--- config.mk ---
export PLATFORM = sky130hd
export DESIGN_NAME = arbt_cell
export DESIGN_NICKNAME = d
export VERILOG_FILES = /design/src/assert_macros.svh /design/src/arbt_pkg.sv /design/src/arbt_cell.sv
export SDC_FILE = /design/constraint.sdc
export NUM_CORES = 1
export LEC_CHECK = 0
export ABC_AREA = 1
export BUFFER_PORTS_ARGS = -buffer_cell sky130_fd_sc_hd__buf_2
export CELL_PAD_IN_SITES_DETAIL_PLACEMENT = 0
export CELL_PAD_IN_SITES_GLOBAL_PLACEMENT = 1
export CORE_MARGIN = 2
export CORE_UTILIZATION = 33
export DETAILED_ROUTE_END_ITERATION = 8
export PLACE_DENSITY_LB_ADDON = 0.15
export SETUP_SLACK_MARGIN = 0.3
export SYNTH_ARGS = -nofsm -noshare
export SYNTH_HDL_FRONTEND = slang
export SYNTH_SLANG_ARGS = --single-unit
--- constraint.sdc ---
create_clock -name clk -period 3 [get_ports clk]
set_input_delay 0.15 -clock clk [delete_from_list [all_inputs] [get_ports clk]]
set_output_delay 0.15 -clock clk [all_outputs]
set_load 0.05 [all_outputs]
--- src/assert_macros.svh ---
// Assertion macros for the block table; clocked on clk, disabled while rst_n is low.
// Expects clk and rst_n in the scope of each use.
`ifndef ASSERT_MACROS_SVH
`define ASSERT_MACROS_SVH
`ifndef SYNTH
`define ARBT_ASSERT(lbl, expr, msg) \
    lbl: assert property (@(posedge clk) disable iff (!rst_n) (expr)) else $error(msg);
`define ARBT_ASSERT_IMP(lbl, ante, cons, msg) \
    lbl: assert property (@(posedge clk) disable iff (!rst_n) (ante) |-> (cons)) else $error(msg);
`else
`define ARBT_ASSERT(lbl, expr, msg)
`define ARBT_ASSERT_IMP(lbl, ante, cons, msg)
`endif
`endif

--- src/arbt_pkg.sv ---
// Shared types, codes and defaults of the address range block table.
// No dependencies.
package arbt_pkg;

    localparam int TABLE_SLOTS_DEF  = 16;
    localparam int ADDRESS_BITS_DEF = 48;
    localparam int START_BITS       = 48;
    localparam int LEN_BITS         = 31;
    localparam int AMOUNT_BITS      = 32;
    localparam int SLOT_ID_BITS     = 4;

    localparam logic [2:0] OP_APPEND = 3'd0;
    localparam logic [2:0] OP_FIND   = 3'd1;
    localparam logic [2:0] OP_RESIZE = 3'd2;
    localparam logic [2:0] OP_DELETE = 3'd3;
    localparam logic [2:0] OP_LENGTH = 3'd4;
    localparam logic [2:0] OP_SLOT   = 3'd5;

    localparam logic [1:0] ST_OK        = 2'd0;
    localparam logic [1:0] ST_NOT_FOUND = 2'd1;
    localparam logic [1:0] ST_FULL      = 2'd2;
    localparam logic [1:0] ST_NEG_SIZE  = 2'd3;

    typedef logic [2:0] action_t;

    localparam action_t A_HOLD  = 3'd0;
    localparam action_t A_NEW   = 3'd1;
    localparam action_t A_LEFT  = 3'd2;
    localparam action_t A_RIGHT = 3'd3;
    localparam action_t A_LEN   = 3'd4;

    typedef struct packed {
        logic eq;
        logic gt;
        logic hit;
        logic sel;
    } cell_flags_t;

    typedef struct packed {
        logic [2:0]                    opcode;
        logic [START_BITS-1:0]         address;
        logic signed [AMOUNT_BITS-1:0] amount;
        logic [SLOT_ID_BITS-1:0]       slot_select;
    } req_t;

    typedef struct packed {
        logic [1:0]              status;
        logic [SLOT_ID_BITS-1:0] slot_id;
        logic [START_BITS-1:0]   block_start;
        logic [LEN_BITS-1:0]     block_length;
    } rsp_t;

endpackage

--- src/arbt_cell.sv ---
// One position of the sorted block row: entry registers and registered compare flags.
// Depends on arbt_pkg.
module arbt_cell #(
    parameter int SW = 4,
    parameter int AW = 48
) (
    input  logic                              clk,
    input  logic                              rst_n,
    input  arbt_pkg::action_t                 action,
    input  logic [AW-1:0]                     probe_addr,
    input  logic [arbt_pkg::SLOT_ID_BITS-1:0] probe_sel,
    input  logic [SW-1:0]                     new_slot,
    input  logic [AW-1:0]                     new_start,
    input  logic [arbt_pkg::LEN_BITS-1:0]     new_length,
    input  logic                              left_valid,
    input  logic [SW-1:0]                     left_slot,
    input  logic [AW-1:0]                     left_start,
    input  logic [arbt_pkg::LEN_BITS-1:0]     left_length,
    input  logic                              right_valid,
    input  logic [SW-1:0]                     right_slot,
    input  logic [AW-1:0]                     right_start,
    input  logic [arbt_pkg::LEN_BITS-1:0]     right_length,
    output logic                              valid,
    output logic [SW-1:0]                     slot,
    output logic [AW-1:0]                     start,
    output logic [arbt_pkg::LEN_BITS-1:0]     length,
    output arbt_pkg::cell_flags_t             flags
);
    import arbt_pkg::*;

    localparam int CW   = (AW > LEN_BITS) ? AW : LEN_BITS;
    localparam int SELW = (SW > SLOT_ID_BITS) ? SW : SLOT_ID_BITS;

    logic                valid_reg, valid_next;
    logic [SW-1:0]       slot_reg, slot_next;
    logic [AW-1:0]       start_reg, start_next;
    logic [LEN_BITS-1:0] length_reg, length_next;
    cell_flags_t         flags_reg, flags_next;

    logic [AW:0]   diff;
    logic [CW-1:0] offset_ext;
    logic [CW-1:0] length_ext;

    always_comb
    begin
        valid_next  = valid_reg;
        slot_next   = slot_reg;
        start_next  = start_reg;
        length_next = length_reg;
        unique case (action)
            A_HOLD:
            begin
            end
            A_NEW:
            begin
                valid_next  = 1'b1;
                slot_next   = new_slot;
                start_next  = new_start;
                length_next = new_length;
            end
            A_LEFT:
            begin
                valid_next  = left_valid;
                slot_next   = left_slot;
                start_next  = left_start;
                length_next = left_length;
            end
            A_RIGHT:
            begin
                valid_next  = right_valid;
                slot_next   = right_slot;
                start_next  = right_start;
                length_next = right_length;
            end
            A_LEN:
            begin
                length_next = new_length;
            end
            default:
            begin
            end
        endcase
    end

    always_comb
    begin
        diff       = {1'b0, probe_addr} - {1'b0, start_reg};
        offset_ext = CW'(diff[AW-1:0]);
        length_ext = CW'(length_reg);
        flags_next.eq  = valid_reg && (start_reg == probe_addr);
        flags_next.gt  = !valid_reg || diff[AW];
        flags_next.hit = valid_reg && !diff[AW] && (offset_ext < length_ext);
        flags_next.sel = valid_reg && (SELW'(slot_reg) == SELW'(probe_sel));
    end

    always_ff @(posedge clk or negedge rst_n)
    begin
        if (!rst_n)
        begin
            valid_reg <= 1'b0;
        end
        else
        begin
            valid_reg <= valid_next;
        end
    end

    always_ff @(posedge clk)
    begin
        slot_reg   <= slot_next;
        start_reg  <= start_next;
        length_reg <= length_next;
        flags_reg  <= flags_next;
    end

    assign valid  = valid_reg;
    assign slot   = slot_reg;
    assign start  = start_reg;
    assign length = length_reg;
    assign flags  = flags_reg;

endmodule

==> reports/metrics.yaml, run 1 <==
run_status:
  outcome: "completed"
grt:
  grt_overflow: 0
  grt_pass1_vias: 10920
  global_route.usage.total_pct: 28.21
  grt_first_pass_wirelength_mm: 63.66
  largest_net_degree_at_the_start_of_global_routing: 84
  antenna_violations_before_repair: 9
critical_path:
  worst-endpoint-arrival_ns: 3.14
  timing.rr.end: "flags[1]"
  r2r_setup_slack_ns: 0.17
  crit_path_end_kind: "register"
  crit_slowest_cell: "sky130_fd_sc_hd__edfxtp_1"
  regToRegStartpoint: "start[1]"
  timing.reg2reg.worst_path_depth: 18
  crit_family: "simple AND/OR/NAND/NOR gates"
  path_class: "reg2reg"
  critical_path.most_common_cell: "sky130_fd_sc_hd__nor2_1"
  setup.worst_path.start_class: "register"
  max_stage_delay_ns: 0.47
  critical_path_peak_fanout: 3
  crit_required_ns: 3.31
  cp_num_buf_inv: 1
  crit_path_cell_trace: "inv_1, ha_4, nand3_2, nor2_4, nand2_1, nand3b_4, nand2_1, nand2_2, xor2_1, ha_1, a21oi_2, nor2_1, a211oi_2, o221a_2, nor2_1, nor2_1, nand3_1, nor2_1"
floorplanning:
  floorplan.die.width_microns: 172.6
  floorplan.die_area_sq_um: 29790
  core_region_area_sq_um: 27860
  die_h_microns: 172.6
  io-pin-count: 396
  rows: 61
  effective_utilization_at_floorplan_pct: 33.67
drt:
  detail-route-antenna-nets: 0
  drtPass1Iterations: 6
  post_drt_via_cell_ratio: 4.769
  wl_per_cell_microns: 18.63
  dr_total_vias: 11030
  drt-total-wl_mm: 43.09
  drc_errors_left: 0
  drt_iter0_markers: 644
placement:
  dp_hpwl_mm: 36.96
  dpl_cell_area_sq_um: 12080
  placement.io_buffers: 395
  dp.cells: 2275
  place.gp.congestion: 0.9602
clock_tree:
  worst_setup_hold_path_clk_slew_ns: 0.09
  clock-root-buffer: "sky130_fd_sc_hd__clkbuf_16"
  clock_sinks: 88
  tritoncts_clock_tree: "done"
  number_of_clock_buffers_inserted_by_tritoncts: 9
  clock_tree.htree_level_count: 3
  clkLatencyLatePin_ns: 0.36
  cts_max_path_buffers: 2
hold_path:
  min-delay-path-class: "in2reg"
  hold-path-cell-count: 3
  hold_start: "left_valid"
  holdPathEnd: "valid"
timing:
  worst_slew_slack_as_a_fraction_of_its_limit_pct: 58.34
  post-route-min-period_ns: 2.832
  finalSetupViolCount: 0
  finalHoldViolations: 0
  clock_skew_ns: 0.01728
  timing.fmax_mhz: 353.1
  worst_slew_pin_slew_ns: 0.6235
  totalNegativeSetupSlack_ns: 0
  period_utilization_post_route_pct: 94.41
  setup_repair_after_global_routing_missed_its_margin: "true"
  number_of_max_slew_violations_in_the_final_report: 0
yosys:
  synth_seq_area_share_pct: 27.69
  synth_nets: 1880
  syn-mean-instance-area_sq_um: 6.283
  syn-cell-area_sq_um: 9380
  synth.distinct_cells: 39
  synth_seq_cells: 88
  synthesis.yosys.warnings: 0
  synth_cells: 1493
power:
  static-leakage-power_nw: 7.094
  internal-power_w: 0.003398
  cellPowerDensity_nw_per_um2: 492.5
  power.share.combinational_pct: 55.0
  power_frac_seq_pct: 25.4
  power.switching_fraction_pct: 47.06
  power.switching_w: 0.003021
  ir_worst_vdd_uv: 279.9
  clock_power_share_pct: 19.6
layout:
  areaGrowthSynthToFinish_pct: 38.95
  design_area_sq_um: 13030
  post_route_cells_drive_above_1_share_pct: 32.47
  fin_nets: 2310
  largest_reg_flops: 48
  fin_cells: 2313
  utilization_pct: 46.79
job:
  max-cap-violations: 0
==> worst register-to-register path, delay by kind of cell, from the launching register on <==
| kind | cells | cell delay [ns] |
|---|---|---|
| and+or+nand+nor | 11 | 0.97 |
| adders and majority gates | 2 | 0.56 |
| AOI/OAI and AO/OA | 3 | 0.50 |
| DFF | 1 | 0.47 |
| xor gates and xnor gates | 1 | 0.17 |
| buffers and inverters | 1 | 0.12 |
==> stage by stage <==
step | setup slack, ns | hold slack (ns) | total power [W]
finish | 0.1676 | 0.05572 | 0.006419
global route | 0.009533 | 0.07142 | 0.006815
floorplan | 0.05385 | -0.1456 | 0.003715
detailed placement | 0.005770 | -0.07357 | 0.004889
global placement | 0.03893 | -0.07176 | 0.004886
CTS | 0.1841 | 0.04503 | 0.006260
==> cell families (layout without fill, tap and decap cells) <==
group,Yosys count,after routing,synth area share [%]
simple gates,886,886,40.50
buf+inv,307,742,12.28
compound gates,100,100,5.829
flops,88,88,27.69
fa+ha+maj,79,79,10.62
xor+xnor,33,33,3.081
other cells,0,7,0
==> cell type report <==
class | instances | area (sq um)
clock buffers | 9 | 225.2
fillers | 3044 | 14820
well taps | 378 | 473.0
repair buffers | 448 | 2427
flip-flops and latches | 88 | 2597
diodes | 7 | 17.52
multi-input cells | 1098 | 6163
inverters | 278 | 1044
clock inverters | 7 | 86.33
==> worst max-delay path by stage <==
stage	from	end	cells past startpoint
floorplan	start[0]	flags[1]	19
global placement	start[14]	flags[1]	18
global route	start[1]	flags[1]	18
finish	start[1]	flags[1]	18
detailed placement	start[14]	flags[1]	18
CTS	start[0]	flags[1]	19
==> cell usage after synthesis <==
master / instances / area share (%)
sky130_fd_sc_hd__xnor2_1: 11 / 1.0
sky130_fd_sc_hd__ha_1: 78 / 10
sky130_fd_sc_hd__or2_2: 1 / 0.067
sky130_fd_sc_hd__a21oi_2: 1 / 0.093
sky130_fd_sc_hd__nor3_2: 3 / 0.32
sky130_fd_sc_hd__o21ai_0: 20 / 1.1
sky130_fd_sc_hd__nor2_1: 74 / 3.0
sky130_fd_sc_hd__nor4b_1: 1 / 0.093
sky130_fd_sc_hd__nand3_1: 150 / 8.0
sky130_fd_sc_hd__nand3_2: 4 / 0.43
sky130_fd_sc_hd__fa_1: 1 / 0.21
sky130_fd_sc_hd__clkbuf_1: 26 / 1.0
sky130_fd_sc_hd__dfrtp_1: 1 / 0.27
sky130_fd_sc_hd__nor3b_1: 1 / 0.080
sky130_fd_sc_hd__and3_1: 1 / 0.067
sky130_fd_sc_hd__a211oi_1: 1 / 0.080
sky130_fd_sc_hd__a21oi_1: 60 / 3.2
sky130_fd_sc_hd__a21o_1: 3 / 0.24
sky130_fd_sc_hd__a221oi_1: 1 / 0.093
sky130_fd_sc_hd__a31oi_1: 4 / 0.27
sky130_fd_sc_hd__nand3b_2: 1 / 0.12
sky130_fd_sc_hd__buf_1: 3 / 0.12
sky130_fd_sc_hd__clkinv_1: 3 / 0.12
sky130_fd_sc_hd__o21ai_1: 3 / 0.16
sky130_fd_sc_hd__o21bai_1: 4 / 0.32
sky130_fd_sc_hd__nor2_2: 25 / 1.7
sky130_fd_sc_hd__nor2_4: 3 / 0.36
sky130_fd_sc_hd__o221a_2: 1 / 0.12
sky130_fd_sc_hd__inv_1: 264 / 11
sky130_fd_sc_hd__o21ai_2: 2 / 0.19
sky130_fd_sc_hd__nand3b_1: 4 / 0.32
sky130_fd_sc_hd__nand2_2: 30 / 2.0
sky130_fd_sc_hd__inv_2: 11 / 0.44
sky130_fd_sc_hd__xor2_1: 22 / 2.1
sky130_fd_sc_hd__nor3_1: 8 / 0.43
sky130_fd_sc_hd__nand2_1: 566 / 23
sky130_fd_sc_hd__edfxtp_1: 83 / 27
sky130_fd_sc_hd__dfxtp_1: 4 / 0.85
sky130_fd_sc_hd__nand4_1: 14 / 0.93
==> layer usage <==
layer	GRT usage [%]	wire length, microns	vias to the layer above
li1	-	-	5544
met1	37.60	19230	5008
met2	45.20	19320	403
met3	6.245	3197	71
met4	9.509	1318	4
met5	0	27	-
==> power by group through the flow <==
| stage | combinational (W) | sequential [W] | clock (W) |
|---|---|---|---|
| floorplan | 0.00158 | 0.00214 | 0 |
| global route | 0.00384 | 0.00165 | 0.00133 |
| CTS | 0.00334 | 0.00163 | 0.00129 |
| detailed placement | 0.00323 | 0.00166 | 0 |
| global placement | 0.00324 | 0.00165 | 0 |
| finish | 0.00353 | 0.00163 | 0.00126 |
==> repair_timing <==
item	4_1_cts	5_1_grt
setup endpoints to repair	1	1
hold buffers	1	0
endpoints found under the hold margin	1	0
pin swaps	8	14
resized for setup	39	63
setup buffers	6	8
==> placed cells by master (no fill, tap or decap), drive strengths merged <==
master       synthesis  final
a211oi               1      1
a21o                 3      3
a21oi               61     61
a221oi               1      1
a31oi                4      4
and3                 1      1
buf                  3    447
bufinv               0      1
clkbuf              26      9
clkinv               3      3
clkinvlp             0      1
dfrtp                1      1
dfxtp                4      4
diode                0      7
dlygate4sd3          0      1
edfxtp              83     83
fa                   1      1
ha                  78     78
inv                275    280
nand2              596    596
nand3              154    154
nand3b               5      5
nand4               14     14
nor2               102    102
nor3                11     11
nor3b                1      1
nor4b                1      1
o21ai               25     25
o21bai               4      4
o221a                1      1
or2                  1      1
xnor2               11     11
xor2                22     22
(Power assumes the default switching activity.)
==> inputs of run 2 (changes only) <==
--- a/config.mk
+++ b/config.mk
@@ -6,6 +6,7 @@
 export NUM_CORES = 1
 export LEC_CHECK = 0
 export ABC_AREA = 1
+export ABC_CLOCK_PERIOD_IN_PS = 3000
 export BUFFER_PORTS_ARGS = -buffer_cell sky130_fd_sc_hd__buf_2
 export CELL_PAD_IN_SITES_DETAIL_PLACEMENT = 0
 export CELL_PAD_IN_SITES_GLOBAL_PLACEMENT = 1
@@ -13,7 +14,6 @@
 export CORE_UTILIZATION = 33
 export DETAILED_ROUTE_END_ITERATION = 8
 export PLACE_DENSITY_LB_ADDON = 0.15
-export SETUP_SLACK_MARGIN = 0.3
 export SYNTH_ARGS = -nofsm -noshare
 export SYNTH_HDL_FRONTEND = slang
 export SYNTH_SLANG_ARGS = --single-unit
==> run 2 against run 1 <==
Compared with the run above: global-route usage down 1.4 points; largest power group unchanged; die area unchanged; cell area decreased by 3.0%; critical path type unchanged; power down 3.8%; non-clock buffer count is 16 lower; count of clock-buffer cells in the layout did not move; routed wire length shrank 5.0%; sequential power about the same; register-to-register slack lost 0.12 ns.
==> reports/metrics.yaml, run 2 (same netlist as run 1, synthesis figures left out) <==
run_status:
  outcome: "completed"  # unchanged
layout:
  antenna_cells: 0  # was 7
  areaGrowthSynthToFinish_pct: 34.77  # was 38.95%
  mostFrequentLayoutCell: "sky130_fd_sc_hd__nand2_1"  # unchanged
  design_area_sq_um: 12640  # was 13,030 sq um
  post_route_cells_drive_above_1_share_pct: 30.28  # was 32.47%
  filler_cell_count: 3017  # was 3,044
  most-common-layout-cells: "552 x sky130_fd_sc_hd__nand2_1, 395 x sky130_fd_sc_hd__buf_2, 259 x sky130_fd_sc_hd__inv_1"  # was 543 x sky130_fd_sc_hd__nand2_1, 395 x sky130_fd_sc_hd__buf_2, 257 x sky130_fd_sc_hd__inv_1
  fin_nets: 2294  # was 2,310
  seqCellArea_sq_um: 2597  # unchanged
  largest_reg_flops: 48  # unchanged
  multi_input_comb_area_sq_um: 5939  # was 6163 sq um
floorplanning:
  floorplan.die_area_sq_um: 29790  # unchanged
  io-pin-count: 396  # unchanged
  die_h_microns: 172.6  # unchanged
  core_region_area_sq_um: 27860  # unchanged
  effective_utilization_at_floorplan_pct: 33.67  # unchanged
  floorplan.die.width_microns: 172.6  # unchanged
  rows: 61  # unchanged
clock_tree:
  number_of_clock_buffers_inserted_by_tritoncts: 9  # unchanged
  clkLatencyLatePin_ns: 0.35  # was 0.36 ns
  clock_sinks: 88  # unchanged
  clock-root-buffer: "sky130_fd_sc_hd__clkbuf_16"  # unchanged
  cts_max_path_buffers: 2  # unchanged
  clock_tree.htree_level_count: 3  # unchanged
  worst_setup_hold_path_clk_slew_ns: 0.08  # was 0.09 ns
  tritoncts_clock_tree: "done"  # unchanged
critical_path:
  critical_path_peak_fanout: 5  # was 3
  r2r_setup_slack_ns: 0.04  # was 0.17 ns
  crit_path_end_kind: "register"  # unchanged
  critical_path.most_common_cell: "sky130_fd_sc_hd__nor2_1"  # unchanged
  worst-endpoint-arrival_ns: 3.26  # was 3.14 ns
  regToRegStartpoint: "start[3]"  # was start[1]
  timing.reg2reg.worst_path_depth: 20  # was 18
  max_stage_delay_ns: 0.37  # was 0.47 ns
  timing.rr.end: "flags[1]"  # unchanged
  setup.worst_path.end: "flags[1]"  # unchanged
  setup.worst_path.start_class: "register"  # unchanged
  crit_required_ns: 3.30  # was 3.31 ns
  path_class: "reg2reg"  # unchanged
  crit_path_cell_trace: "inv_1, ha_2, nand2_4, inv_1, nand2_1, nand2_2, nand2_2, nand3b_4, nand2_1, nand2_1, xor2_1, ha_1, a21oi_2, nor2_1, a211oi_1, o221a_2, nor2_1, nor2_1, nand3_1, nor2_1"  # was inv_1, ha_4, nand3_2, nor2_4, nand2_1, nand3b_4, nand2_1, nand2_2, xor2_1, ha_1, a21oi_2, nor2_1, a211oi_2, o221a_2, nor2_1, nor2_1, nand3_1, nor2_1
  crit_start: "start[3]"  # was start[1]
  crit_slowest_cell: "sky130_fd_sc_hd__edfxtp_1"  # unchanged
timing:
  number_of_max_slew_violations_in_the_final_report: 0  # unchanged
  post-route-min-period_ns: 2.957  # was 2.832 ns
  clock_skew_ns: 0.01544  # was 0.01728 ns
  hold_ws_ns: 0.04846  # was 0.05572 ns
  finalWorstSetupSlack_ns: 0.04347  # was 0.1676 ns
  finalSetupViolCount: 0  # unchanged
  totalNegativeSetupSlack_ns: 0  # unchanged
  setup_repair_after_global_routing_missed_its_margin: "true"  # unchanged
  period_utilization_post_route_pct: 98.55  # was 94.41%
  worst_slew_slack_as_a_fraction_of_its_limit_pct: 51.58  # was 58.34%
  finalHoldViolations: 0  # unchanged
  worst_slew_pin_slew_ns: 0.7263  # was 0.6235 ns
  timing.fmax_mhz: 338.2  # was 353.1 MHz
drt:
  drtPass1Iterations: 5  # was 6
  drc_errors_left: 0  # unchanged
  post_drt_via_cell_ratio: 4.773  # was 4.769
  drt_iter0_markers: 751  # was 644
  drt-total-wl_mm: 40.92  # was 43.09 mm
  dr_total_vias: 10930  # was 11,030
  wl_per_cell_microns: 17.87  # was 18.63 microns
  detail-route-antenna-nets: 0  # unchanged
power:
  cellPowerDensity_nw_per_um2: 488.5  # was 492.5 nW/um^2
  static-leakage-power_nw: 6.985  # was 7.094 nW
  ir_worst_vdd_uv: 239.5  # was 279.9 uV
placement:
  place.gp.congestion: 0.9385  # was 0.9602
  dpl_cell_area_sq_um: 11980  # was 12,080 sq um
  placement.io_buffers: 395  # unchanged
  dp_hpwl_mm: 35.52  # was 36.96 mm
  dp_worst_setup_slack_ns: -0.03594  # was 0.005770 ns
job:
  max-cap-violations: 0  # unchanged
grt:
  global_route.usage.total_pct: 26.78  # was 28.21%
  grt_pass1_vias: 10570  # was 10,920
  grt_first_pass_wirelength_mm: 61.30  # was 63.66 mm
  grt_overflow: 0  # unchanged
  largest_net_degree_at_the_start_of_global_routing: 57  # was 84
  antenna_violations_before_repair: 4  # was 9
hold_path:
  hold-path-cell-count: 3  # unchanged
  min-delay-path-class: "in2reg"  # unchanged
## run 2: cell types whose count changed in the layout (fill, tap and decap cells not counted), moves of 3 or more
cell,previous run,this run
sky130_fd_sc_hd__a21oi_1,50,55
sky130_fd_sc_hd__a21oi_2,11,5
sky130_fd_sc_hd__buf_4,48,34
sky130_fd_sc_hd__diode_2,7,0
sky130_fd_sc_hd__ha_1,55,62
sky130_fd_sc_hd__ha_2,3,6
sky130_fd_sc_hd__ha_4,20,10
sky130_fd_sc_hd__nand2_1,543,552
sky130_fd_sc_hd__nand2_2,47,42
sky130_fd_sc_hd__nand2_4,6,2
sky130_fd_sc_hd__nor2_1,66,70
## run 2: worst min-delay path by stage
stage / start / to
after CTS: left_valid / valid
final: left_valid / valid
after detailed placement: rst_n / valid
after global placement: rst_n / valid
after global routing: right_start[45] / start[45]
after floorplan: rst_n / valid
## run 2: power breakdown
group / internal, W / switching [W] / leakage (nW)
Combinational: 0.00110 / 0.00223 / 5.99
Sequential: 0.00153 / 0.0000994 / 0.841
Clock: 0.000664 / 0.000547 / 0.153
## run 2: worst max-delay path, delay by kind of cell, from the launching register on
family                   cells  cell delay, ns
buffers and inverters        2            0.12
adder cells (fa/ha/maj)      2            0.63
AO/OA/AOI/OAI                3            0.57
flip-flops                   1            0.37
AND/OR/NAND/NOR             12            1.03
XOR/XNOR                     1            0.18
## run 2: per-layer routing
metal | wire length [microns] | track usage [%] | part of all wire (%)
met4 | 418 | 4.238 | 1.0
met5 | 41 | 0 | 0.10
met2 | 19410 | 45.25 | 47
met1 | 18750 | 37.02 | 46
met3 | 2300 | 3.672 | 5.6
## run 2: repair_timing
| action | 4_1_cts | 5_1_grt |
|---|---|---|
| hold buffers | 1 | 0 |
| setup endpoints to repair | 1 | 1 |
| endpoints found under the hold margin | 1 | 0 |
| gates resized for setup | 1 | 62 |
| setup buffers | 0 | 7 |
| pin swaps | 0 | 14 |
## run 2: cell type report
type | count | area share [%]
Clock inverter | 7 | 0.6433
Tap cell | 378 | 3.741
Inverter | 278 | 8.254
Multi-Input combinational cell | 1098 | 46.98
Sequential cell | 88 | 20.55
Timing Repair Buffer | 432 | 18.05
Clock buffer | 9 | 1.781
## run 2: metrics by stage
stage                     instances  total power, W  util [%]
final                          2290        0.006175     45.38
after global routing           2290        0.006569     45.38
after floorplan                1493        0.003713         -
after detailed placement       2266        0.004819     43.02
after global placement         2266        0.004811     43.02
after CTS                      2283        0.006048     44.17
==> inputs of run 3 (changes only) <==
--- a/config.mk
+++ b/config.mk
@@ -12,8 +12,10 @@
 export CELL_PAD_IN_SITES_GLOBAL_PLACEMENT = 1
 export CORE_MARGIN = 2
 export CORE_UTILIZATION = 33
+export CTS_BUF_LIST = sky130_fd_sc_hd__clkbuf_8 sky130_fd_sc_hd__clkbuf_16
 export DETAILED_ROUTE_END_ITERATION = 8
 export PLACE_DENSITY_LB_ADDON = 0.15
+export SKIP_LAST_GASP = 1
 export SYNTH_ARGS = -nofsm -noshare
 export SYNTH_HDL_FRONTEND = slang
 export SYNTH_SLANG_ARGS = --single-unit
==> run 3 against run 2 <==
Compared with the run above: cell area about the same; largest power group unchanged; via count decreased by 0.29%; routed wire length decreased by 0.15%; utilization is essentially flat.
==> reports/metrics.yaml, run 3 (same netlist as run 1, synthesis figures left out) <==
hold_path:
  min-delay-path-class: "in2reg"  # unchanged
critical_path:
  regToRegStartpoint: "start[0]"  # was start[3]
  setup.worst_path.end: "flags[1]"  # unchanged
  r2r_setup_slack_ns: 0.03  # was 0.04 ns
  setup.worst_path.start_class: "register"  # unchanged
  worst-endpoint-arrival_ns: 3.26  # about the same
  timing.reg2reg.worst_path_depth: 19  # was 20
  path_class: "reg2reg"  # unchanged
  crit_start: "start[0]"  # was start[3]
  crit_required_ns: 3.30  # about the same
  crit_path_end_kind: "register"  # unchanged
  timing.rr.end: "flags[1]"  # unchanged
  critical_path_peak_fanout: 4  # was 5
timing:
  clock_skew_ns: 0.01603  # was 0.01544 ns
  worst_slew_slack_as_a_fraction_of_its_limit_pct: 51.72  # was 51.58%
  period_utilization_post_route_pct: 98.87  # was 98.55%
  finalSetupViolCount: 0  # unchanged
  setup_repair_after_global_routing_missed_its_margin: "true"  # unchanged
  finalHoldViolations: 0  # unchanged
  timing.fmax_mhz: 337.2  # was 338.2 MHz
  number_of_max_slew_violations_in_the_final_report: 0  # unchanged
  worst_slew_pin_slew_ns: 0.7243  # was 0.7263 ns
  post-route-min-period_ns: 2.966  # was 2.957 ns
drt:
  drt-total-wl_mm: 40.86  # was 40.92 mm
  dr_total_vias: 10900  # was 10,930
  routed-wl-met3_mm: 2.451  # was 2.300 mm
  detailroute.wirelength.met2_mm: 19.33  # was 19.41 mm
  drt_iter0_markers: 720  # was 751
  drt-met1-wl_mm: 18.65  # was 18.75 mm
  drtPass1Iterations: 8  # was 5
  dr.max_layer_used: "met5"  # unchanged
  detail-route-antenna-nets: 0  # unchanged
  drc_errors_left: 0  # unchanged
  wl_per_cell_microns: 17.84  # was 17.87 microns
  post_drt_via_cell_ratio: 4.759  # was 4.773
layout:
  mostFrequentLayoutCell: "sky130_fd_sc_hd__nand2_1"  # unchanged
  antenna_cells: 0  # unchanged
  fin_cells: 2290  # unchanged
  post_route_cells_drive_above_1_share_pct: 30.18  # was 30.28%
  areaGrowthSynthToFinish_pct: 34.72  # was 34.77%
  design_area_sq_um: 12640  # about the same
  fin_nets: 2294  # unchanged
  most-common-layout-cells: "553 x sky130_fd_sc_hd__nand2_1, 395 x sky130_fd_sc_hd__buf_2, 259 x sky130_fd_sc_hd__inv_1"  # was 552 x sky130_fd_sc_hd__nand2_1, 395 x sky130_fd_sc_hd__buf_2, 259 x sky130_fd_sc_hd__inv_1
  largest_reg_flops: 48  # unchanged
grt:
  grt_first_pass_wirelength_mm: 61.30  # unchanged
  largest_net_degree_at_the_start_of_global_routing: 57  # unchanged
  grt_pass1_vias: 10570  # unchanged
  global_route.usage.total_pct: 26.78  # unchanged
  antenna_violations_before_repair: 4  # unchanged
  grt_overflow: 0  # unchanged
floorplanning:
  core_region_area_sq_um: 27860  # unchanged
  die_h_microns: 172.6  # unchanged
  floorplan.die.width_microns: 172.6  # unchanged
  floorplan.die_area_sq_um: 29790  # unchanged
  io-pin-count: 396  # unchanged
  rows: 61  # unchanged
  effective_utilization_at_floorplan_pct: 33.67  # unchanged
clock_tree:
  clock-root-buffer: "sky130_fd_sc_hd__clkbuf_16"  # unchanged
  cts_max_path_buffers: 2  # unchanged
  clock_tree.htree_level_count: 3  # unchanged
  tritoncts_clock_tree: "done"  # unchanged
  clock_sinks: 88  # unchanged
  clkLatencyLatePin_ns: 0.35  # about the same
  worst_setup_hold_path_clk_slew_ns: 0.08  # about the same
  number_of_clock_buffers_inserted_by_tritoncts: 9  # unchanged
power:
  power.switching_fraction_pct: 46.63  # was 46.65%
  internal-power_w: 0.003294  # about the same
  cellPowerDensity_nw_per_um2: 488.3  # was 488.5 nW/um^2
  power_frac_seq_pct: 26.4  # about the same
  clock_power_share_pct: 19.6  # about the same
  ir_worst_vdd_uv: 238.9  # was 239.5 uV
  power.switching_w: 0.002877  # was 0.002881 W
  static-leakage-power_nw: 6.986  # was 6.985 nW
  power.share.combinational_pct: 54.0  # about the same
job:
  max-cap-violations: 0  # unchanged
placement:
  placement.io_buffers: 395  # unchanged
  dpl_cell_area_sq_um: 11980  # unchanged
  dp_hpwl_mm: 35.52  # unchanged
  dp.cells: 2266  # unchanged
  place.gp.congestion: 0.9385  # unchanged
run_status:
  outcome: "completed"  # unchanged
[run 3: cell counts in the layout (fill, tap and decap cells not counted)]
Identical to the previous run, type by type.
[run 3: worst max-delay path, cell delays in order, from the launching register on]
cell                       delay, ns
sky130_fd_sc_hd__edfxtp_1       0.39
sky130_fd_sc_hd__ha_2           0.22
sky130_fd_sc_hd__fa_2           0.40
sky130_fd_sc_hd__inv_2          0.07
sky130_fd_sc_hd__nand3_4        0.07
sky130_fd_sc_hd__nand2_2        0.14
sky130_fd_sc_hd__nand2_2        0.06
sky130_fd_sc_hd__nand2_2        0.11
sky130_fd_sc_hd__nand2_2        0.06
sky130_fd_sc_hd__nand2_2        0.10
sky130_fd_sc_hd__xor2_1         0.10
sky130_fd_sc_hd__ha_1           0.20
sky130_fd_sc_hd__a21oi_2        0.14
sky130_fd_sc_hd__nor2_1         0.05
sky130_fd_sc_hd__a211oi_1       0.21
sky130_fd_sc_hd__o221a_2        0.23
sky130_fd_sc_hd__nor2_1         0.05
sky130_fd_sc_hd__nor2_1         0.12
sky130_fd_sc_hd__nand3_1        0.09
sky130_fd_sc_hd__nor2_1         0.09
[run 3: layer usage]
metal	vias up	global-route usage, %
met3	26	3.672
met2	345	45.25
met4	6	4.238
li1	5501	-
met5	-	0
met1	5020	37.02
[run 3: worst min path at each step]
stage	start	endpoint	cells after the start
floorplan	rst_n	valid	0
global placement	rst_n	valid	1
detailed placement	rst_n	valid	1
CTS	left_valid	valid	3
global route	right_start[45]	start[45]	3
finish	left_valid	valid	3
[run 3: cell type report]
cell class | instances | area, sq um
tap | 378 | 473.0
inverter | 278 | 1044
multi-input combinational | 1098 | 5934
sequential | 88 | 2597
clock buffer | 9 | 225.2
fill | 3020 | 15220
clock inverter | 7 | 81.33
timing repair buffer | 432 | 2282
[run 3: power by group through the flow]
stage	Combinational, W	Clock [W]	Sequential, W
floorplan	0.00157	0	0.00214
global placement	0.00316	0	0.00165
detailed placement	0.00316	0	0.00166
CTS	0.00318	0.00124	0.00163
global route	0.00365	0.00127	0.00165
finish	0.00333	0.00121	0.00163
[run 3: metrics by stage]
stage                     util, %  power, W   TNS, ns  setup slack, ns  hold slack (ns)
after detailed placement    43.02  0.004819  -0.03594         -0.03594         -0.07342
after CTS                   44.17  0.006048         0         0.002373          0.03879
final                       45.36  0.006171         0          0.03403          0.04819
after floorplan                 -  0.003713         0         0.009654          -0.1456
after global routing        45.36  0.006568   -0.1335          -0.1335          0.06968
after global placement      43.02  0.004811  -0.01097         -0.01097         -0.07264
[run 3: what timing repair did]
action | CTS | global route
pin swaps | 0 | 14
hold buffers | 1 | 0
resized for setup | 1 | 60
setup endpoints to repair | 1 | 1
setup buffers | 0 | 7
hold endpoints to repair | 1 | 0
